<file path="config.mk">
export PLATFORM = sky130hd
export DESIGN_NAME = min_max_contrast_stretch
export DESIGN_NICKNAME = d
export VERILOG_FILES = /design/src/rtl/core/mmcs_pkg.sv /design/src/rtl/core/min_max_contrast_stretch.sv /design/src/rtl/core/mmcs_ctrl.sv /design/src/rtl/core/mmcs_dp.sv
export SDC_FILE = /design/constraint.sdc
export NUM_CORES = 1
export LEC_CHECK = 0
export BUFFER_PORTS_ARGS = -buffer_cell sky130_fd_sc_hd__buf_2
export CORE_UTILIZATION = 61
export CTS_BUF_LIST = sky130_fd_sc_hd__clkbuf_2
export DETAILED_ROUTE_END_ITERATION = 6
export GPL_TIMING_DRIVEN = 0
export PLACE_DENSITY_LB_ADDON = 0.08
export SYNTH_ARGS = -nofsm -noshare
export SYNTH_HDL_FRONTEND = slang
export SYNTH_SLANG_ARGS = --single-unit
</file>
<file path="constraint.sdc">
create_clock -name clk_i -period 14 [get_ports clk_i]
set_clock_uncertainty 0.05 [all_clocks]
set_input_delay 1.4 -clock clk_i [delete_from_list [all_inputs] [get_ports clk_i]]
set_output_delay 1.4 -clock clk_i [all_outputs]
set_load 0.1 [all_outputs]
</file>
<file path="src/rtl/core/mmcs_pkg.sv">
// ----------------------------------------------------------------------------
// mmcs_pkg
// Shared types and constants for the min/max contrast stretch block:
// controller states, controller-to-datapath commands and register map.
// ----------------------------------------------------------------------------
package mmcs_pkg;

  // Default pixel width
  localparam int unsigned PIXEL_BITS_DEF = 8;

  // Width of the intensity register and of the rescaled pixel
  localparam int unsigned INT_W = 8;

  // Quotient bits produced by the divider, one per step
  localparam int unsigned DIV_STEPS = INT_W;
  localparam int unsigned DIV_CNT_W = $clog2(DIV_STEPS);

  // Register map
  localparam int unsigned PADDR_W  = 3;
  localparam int unsigned PDATA_W  = 32;
  localparam logic        REG_MAX_INTENSITY = 1'b0;
  localparam logic [INT_W-1:0] MAX_INTENSITY_RST = 8'd255;

  // Input mode codes
  localparam logic MODE_MEASURE = 1'b0;
  localparam logic MODE_APPLY   = 1'b1;

  // Controller states
  typedef enum logic [3:0] {
    ST_IDLE = 4'b0001,
    ST_LOAD = 4'b0010,
    ST_DIV  = 4'b0100,
    ST_DONE = 4'b1000
  } state_e;

  // Commands from controller to datapath
  typedef struct packed {
    logic measure;   // fold the input pixel into min/max
    logic capture;   // latch operands of an apply item
    logic load_div;  // multiply and seed the divider
    logic div_step;  // one restoring division step
    logic out_load;  // move the result into the output register
  } cmd_t;

  // Status from datapath to controller
  typedef struct packed {
    logic bypass;    // result is settled without division
  } status_t;

endpackage

</file>
<file path="src/rtl/core/min_max_contrast_stretch.sv">
// A measure item gives no result; an apply item is settled by range checks, or
// goes through 1 multiply, 8 divider steps and 1 hand-off to the output register.
// An apply item holds off new items until its result is in the output register,
// which waits while the receiver stalls. Measure items: one per cycle while idle;
// the radix-2 divider gives one quotient bit per cycle.
// Reset: asynchronous, active low; min is all ones, max 0, max_intensity 255.
// ----------------------------------------------------------------------------
// min_max_contrast_stretch
// Two-pass linear contrast stretch of grey pixels with an APB-style register
// port for the output intensity ceiling.
// ----------------------------------------------------------------------------
module min_max_contrast_stretch
  import mmcs_pkg::*;
#(
  parameter int unsigned PIXEL_BITS = PIXEL_BITS_DEF
) (
  input  logic                  clk_i,
  input  logic                  rst_ni,
  // APB-style register port
  input  logic                  psel,
  input  logic                  penable,
  input  logic                  pwrite,
  input  logic [PADDR_W-1:0]    paddr,
  input  logic [PDATA_W-1:0]    pwdata,
  output logic [PDATA_W-1:0]    prdata,
  output logic                  pready,
  // Input items
  input  logic                  in_valid_i,
  output logic                  in_ready_o,
  input  logic                  mode_i,
  input  logic [PIXEL_BITS-1:0] pixel_i,
  input  logic                  start_frame_i,
  // Result items
  output logic                  out_valid_o,
  input  logic                  out_ready_i,
  output logic [INT_W-1:0]      pixel_out_o
);

  logic [INT_W-1:0] max_intensity_q;
  logic             reg_hit;
  cmd_t             cmd;
  status_t          status;

  // Register write and read-back
  assign pready  = 1'b1;
  assign reg_hit = (paddr[PADDR_W-1] == REG_MAX_INTENSITY);

  always_ff @(posedge clk_i or negedge rst_ni) begin
    if (!rst_ni) begin
      max_intensity_q <= MAX_INTENSITY_RST;
    end else if (psel && penable && pwrite && pready && reg_hit) begin
      max_intensity_q <= pwdata[INT_W-1:0];
    end
  end

  assign prdata = reg_hit ? PDATA_W'(max_intensity_q) : '0;

  mmcs_ctrl u_ctrl (
    .clk_i       (clk_i),
    .rst_ni      (rst_ni),
    .in_valid_i  (in_valid_i),
    .in_ready_o  (in_ready_o),
    .mode_i      (mode_i),
    .out_valid_o (out_valid_o),
    .out_ready_i (out_ready_i),
    .status_i    (status),
    .cmd_o       (cmd)
  );

  mmcs_dp #(
    .PIXEL_BITS (PIXEL_BITS)
  ) u_dp (
    .clk_i           (clk_i),
    .rst_ni          (rst_ni),
    .cmd_i           (cmd),
    .status_o        (status),
    .pixel_i         (pixel_i),
    .start_frame_i   (start_frame_i),
    .max_intensity_i (max_intensity_q),
    .pixel_out_o     (pixel_out_o)
  );

endmodule

</file>
<file path="src/rtl/core/mmcs_ctrl.sv">
// ----------------------------------------------------------------------------
// mmcs_ctrl
// Controller for the contrast stretch: takes items, sequences the multiply
// and the eight-step divide, and owns the output valid flag.
// ----------------------------------------------------------------------------
module mmcs_ctrl
  import mmcs_pkg::*;
(
  input  logic    clk_i,
  input  logic    rst_ni,
  input  logic    in_valid_i,
  output logic    in_ready_o,
  input  logic    mode_i,
  output logic    out_valid_o,
  input  logic    out_ready_i,
  input  status_t status_i,
  output cmd_t    cmd_o
);

  state_e               state_q, state_d;
  logic [DIV_CNT_W-1:0] cnt_q, cnt_d;
  logic                 out_valid_q, out_valid_d;
  logic                 in_acc;
  logic                 out_free;

  assign in_ready_o  = (state_q == ST_IDLE);
  assign in_acc      = in_valid_i && in_ready_o;
  assign out_free    = !out_valid_q || out_ready_i;
  assign out_valid_o = out_valid_q;

  // Next state and commands
  always_comb begin
    state_d     = state_q;
    cnt_d       = cnt_q;
    out_valid_d = out_valid_q && !out_ready_i;
    cmd_o       = '0;
    case (state_q)
      ST_IDLE: begin
        if (in_acc) begin
          if (mode_i == MODE_MEASURE) begin
            cmd_o.measure = 1'b1;
          end else begin
            cmd_o.capture = 1'b1;
            state_d = status_i.bypass ? ST_DONE : ST_LOAD;
          end
        end
      end
      ST_LOAD: begin
        cmd_o.load_div = 1'b1;
        cnt_d   = '0;
        state_d = ST_DIV;
      end
      ST_DIV: begin
        cmd_o.div_step = 1'b1;
        cnt_d = cnt_q + 1'b1;
        if (cnt_q == DIV_CNT_W'(DIV_STEPS - 1)) begin
          state_d = ST_DONE;
        end
      end
      ST_DONE: begin
        // Hold until the output register is free
        if (out_free) begin
          cmd_o.out_load = 1'b1;
          out_valid_d    = 1'b1;
          state_d        = ST_IDLE;
        end
      end
      default: begin
        state_d = ST_IDLE;
      end
    endcase
  end

  always_ff @(posedge clk_i or negedge rst_ni) begin
    if (!rst_ni) begin
      state_q     <= ST_IDLE;
      cnt_q       <= '0;
      out_valid_q <= 1'b0;
    end else begin
      state_q     <= state_d;
      cnt_q       <= cnt_d;
      out_valid_q <= out_valid_d;
    end
  end

endmodule

</file>
<file path="src/rtl/core/mmcs_dp.sv">
// ----------------------------------------------------------------------------
// mmcs_dp
// Datapath for the contrast stretch: running min/max, operand capture,
// one multiplier and a radix-2 restoring divider, output register.
// ----------------------------------------------------------------------------
module mmcs_dp
  import mmcs_pkg::*;
#(
  parameter int unsigned PIXEL_BITS = PIXEL_BITS_DEF
) (
  input  logic                  clk_i,
  input  logic                  rst_ni,
  input  cmd_t                  cmd_i,
  output status_t               status_o,
  input  logic [PIXEL_BITS-1:0] pixel_i,
  input  logic                  start_frame_i,
  input  logic [INT_W-1:0]      max_intensity_i,
  output logic [INT_W-1:0]      pixel_out_o
);

  localparam int unsigned PROD_W = PIXEL_BITS + INT_W;
  localparam logic [INT_W-1:0] OUT_MASK =
    (PIXEL_BITS >= INT_W) ? {INT_W{1'b1}} : INT_W'((1 << PIXEL_BITS) - 1);

  logic [PIXEL_BITS-1:0] min_q, min_d;
  logic [PIXEL_BITS-1:0] max_q, max_d;
  logic [PIXEL_BITS-1:0] diff_q, span_q;
  logic [PIXEL_BITS-1:0] rem_q;
  logic [INT_W-1:0]      low_q;
  logic [INT_W-1:0]      pixel_out_q;
  logic [INT_W-1:0]      bypass_val;
  logic [PROD_W-1:0]     prod;
  logic [PIXEL_BITS:0]   trial;
  logic [PIXEL_BITS:0]   trial_sub;
  logic                  trial_ge;

  // Settle flat ranges and pixels at or beyond the range ends without dividing
  always_comb begin
    status_o.bypass = 1'b0;
    bypass_val      = '0;
    if (max_q <= min_q || pixel_i <= min_q) begin
      status_o.bypass = 1'b1;
    end else if (pixel_i >= max_q) begin
      status_o.bypass = 1'b1;
      bypass_val      = max_intensity_i;
    end
  end

  // Running min/max update
  always_comb begin
    min_d = min_q;
    max_d = max_q;
    if (cmd_i.measure) begin
      if (start_frame_i) begin
        min_d = pixel_i;
        max_d = pixel_i;
      end else begin
        if (pixel_i < min_q) min_d = pixel_i;
        if (pixel_i > max_q) max_d = pixel_i;
      end
    end
  end

  always_ff @(posedge clk_i or negedge rst_ni) begin
    if (!rst_ni) begin
      min_q <= {PIXEL_BITS{1'b1}};
      max_q <= '0;
    end else begin
      min_q <= min_d;
      max_q <= max_d;
    end
  end

  // Product and one division step
  assign prod      = PROD_W'(diff_q) * PROD_W'(max_intensity_i);
  assign trial     = {rem_q, low_q[INT_W-1]};
  assign trial_ge  = (trial >= {1'b0, span_q});
  assign trial_sub = trial - {1'b0, span_q};

  // Operands, divider and output payload
  always_ff @(posedge clk_i) begin
    if (cmd_i.capture) begin
      diff_q <= pixel_i - min_q;
      span_q <= max_q - min_q;
      low_q  <= bypass_val;
    end
    if (cmd_i.load_div) begin
      // Upper part of the product is below the span, so eight steps suffice
      rem_q <= prod[PROD_W-1:INT_W];
      low_q <= prod[INT_W-1:0];
    end
    if (cmd_i.div_step) begin
      rem_q <= trial_ge ? trial_sub[PIXEL_BITS-1:0] : trial[PIXEL_BITS-1:0];
      low_q <= {low_q[INT_W-2:0], trial_ge};
    end
    if (cmd_i.out_load) begin
      pixel_out_q <= low_q & OUT_MASK;
    end
  end

  assign pixel_out_o = pixel_out_q;

endmodule

</file>
==> metrics.yaml <==
status: "complete, no violations"
cpPeakStageDelay_ps: 570
vias: 4769
avgSynthCellArea_um2: 10.1
synth_area_mm2: 0.00650
setup_viol_count_final: 0
io_pins: 95
slew_viol_final: 0
drtPass1Iterations: 4
routabilityCongestion: 0.851
yosys_warnings: 0
post_cts_buffers: 0
root_buffer: "clkbuf_2"
worstMarginPinSlew_ps: 762
grt_pass1_vias: 4948
core-area_mm2: 0.0103
antenna_found_initial: 0
hold_path.class: "reg -> reg"
dieArea_mm2: 0.0111
r2r-start: "max_intensity_q[7]$_DFFE_PN1P_"
seq_area_frac_synth_pct: 31.1
yosysMostFrequentCell: "inv_1"
cts_max_level: 3
ant_nets: 0
clock_latency_ps: 520
fill_cells: 829
clkTransAtPathRegs_ps: 230
fin_nets: 883
synth-edff-count: 40
hold_viol_final: 0
start_util_pct: 62.9
path_cells: "clkbuf_1 -> nand2_1 -> fa_1 -> fa_1 -> inv_1 -> fa_1 -> inv_1 -> fa_1 -> inv_1 -> ha_1 -> o21a_1 -> o31a_1 -> o21ai_0 -> mux2i_1 -> a31oi_1 -> a221oi_1"
min_period_ps: 5160
dieHeight_um: 105
drive_above_1_share_pct: 18.7
die_w_um: 105
grt_pass1_wl_um: 23000
rsz0062_at_grt: "false"
multiInputGateArea_mm2: 0.00400
postLayoutCoreUtil_pct: 69.3
synth_common_cells: "85 x inv_1, 70 x ha_1, 47 x and2_1"
syn_to_final_growth_pct: 10.1
max_freq_ghz: 0.194
num_rows: 37
seq_area_mm2: 0.00202
netlist_instances: 645
synth_top_area_share_pct: 18.5
worstHoldPathCells: 0
ys.flop_type: "edfxtp_1"
vias_per_cell: 5.53
cts.sinks: 72
criticalPathCategory: "reg -> reg"
cap_violations: 0
clockBufferDepth: 2
grt_usage_pct: 26.6
grt_max_degree: 33
drtIter0Drc: 251
slew_headroom_pct: 49.2
setup_tns_ps: 0
cts_tree: "yes"
num_antenna_cells: 0
reg2reg_depth: 16
critPathMaxFanout: 10
synth_top_area_cell: "edfxtp_1"
reg2reg_to: "u_dp.rem_q[7]$_DFFE_PP_"
cts_buffers: 9
drt-wirelength-per-cell_um: 15.8
yosys_register_bits: 72
period_share_pct: 36.9
gr-total-overflow: 0
synthArstFlopShare_pct: 44.4
r2r_slack_ps: 8840
port_buffers: 43
dp_hpwl_um: 10800
worstPathRequired_ps: 14310
routed_wl_um: 13600
drcViolationCount: 0
whs_endpoint: "u_dp.pixel_out_o[2]$_DFFE_PP_"
crit_path_end_kind: "flip-flop"
ys_top_cells_by_area: "edfxtp_1 18%, ha_1 13%, fa_1 12%, dfstp_2 6.9%, dfrtp_1 5.8%"
crit_slowest_cell: "dfstp_2"
path_common_cell: "fa_1"
critPathLaunchType: "flip-flop"
synth.distinct_cells: 57
arrival_ps: 5470
post_cts_resized: 0
cts_hold_buffers: 0
min_from: "u_dp.low_q[2]$_DFFE_PP_"
[through the flow]
step	area, um2	instances	hold slack [ps]	setup WS, ps
5_1_grt	7150	863	450	8590
6_report	7150	863	440	8840
3_3_place_gp	6970	847	386	8910
2_1_floorplan	6580	668	376	9480
3_5_place_dp	6970	847	386	8860
4_1_cts	7150	863	434	8790
[sequential cells by signal (all words and copies together) (netlist names), 3 cells and up]
register and cells:
max_intensity_q 8, u_ctrl.cnt_q 3, u_ctrl.state_q 4, u_dp.diff_q 8, u_dp.low_q 8, u_dp.max_q 8
u_dp.min_q 8, u_dp.pixel_out_o 8, u_dp.rem_q 8, u_dp.span_q 8
[layer usage]
metal | vias up | GRT usage [%] | part of all wire (%) | wire length, um
met1 | 2359 | 34.7 | 45 | 6110
met5 | - | 0 | 0 | 0
li1 | 2296 | - | - | -
met3 | 16 | 3.56 | 3.6 | 487
met2 | 98 | 46.1 | 51 | 6900
met4 | 0 | 7.65 | 1.0 | 142
[cells in the final DEF, fill, tap and decap left out, drive strengths merged, types with 2 or more instances in the layout]
master,count
conb,25
fa,39
o21ai,34
a22o,2
and2,47
a21oi,27
nor3,6
nor3b,2
buf,71
mux2i,13
inv,85
dfrtp,15
dfstp,17
o31a,4
bufinv,4
a211o,2
nand3b,3
or3,3
xnor2,17
a21o,7
or2,2
xor2,5
nor2b,19
ha,70
edfxtp,40
nand2,42
a22oi,5
nand4,4
nand3,3
a21boi,3
nand2b,8
nor4b,3
o31ai,2
o211ai,4
o21a,3
mux2,23
a211oi,5
clkbuf,19
nor2,29
[worst max-delay path by stage]
stage                                    from                      end  slack (ps)  cells after the start
2_1_floorplan  max_intensity_q[7]$_DFFE_PN1P_  u_dp.rem_q[6]$_DFFE_PP_        9480                     16
4_1_cts        max_intensity_q[7]$_DFFE_PN1P_  u_dp.rem_q[7]$_DFFE_PP_        8790                     16
3_3_place_gp   max_intensity_q[7]$_DFFE_PN1P_  u_dp.rem_q[6]$_DFFE_PP_        8910                     16
3_5_place_dp   max_intensity_q[7]$_DFFE_PN1P_  u_dp.rem_q[7]$_DFFE_PP_        8860                     16
5_1_grt        max_intensity_q[6]$_DFFE_PN1P_  u_dp.rem_q[6]$_DFFE_PP_        8590                     16
6_report       max_intensity_q[7]$_DFFE_PN1P_  u_dp.rem_q[7]$_DFFE_PP_        8840                     16
[logic make-up after synthesis]
kind of cell	share of synthesized area [%]
DFF	31.1
AOI/OAI and AO/OA	10.7
buffers and inverters	8.59
xor gates and xnor gates	2.97
and+or+nand+nor	14.9
muxes	6.05
adders and majority gates	25.5
other	0.116
[critical path, delay by kind of cell (launching register included)]
family                   cells  cell delay, ps
multiplexers                 1             230
buffers and inverters        4             550
adder cells (fa/ha/maj)      5            2470
flip-flops                   1             570
AO/OA/AOI/OAI                5             950
AND/OR/NAND/NOR              1             160
[cell type report]
| type | instances | share of cell area [%] |
|---|---|---|
| multi-input combinational | 475 | 56.0 |
| tap | 136 | 2.38 |
| timing repair buffer | 43 | 3.01 |
| buffer | 36 | 3.34 |
| inverter | 85 | 4.46 |
| sequential | 72 | 28.3 |
| clock inverter | 5 | 1.80 |
| clock buffer | 11 | 0.770 |
Power is not shown: default switching activity piles up to over one toggle a cycle in this logic, so the estimate is an artifact.
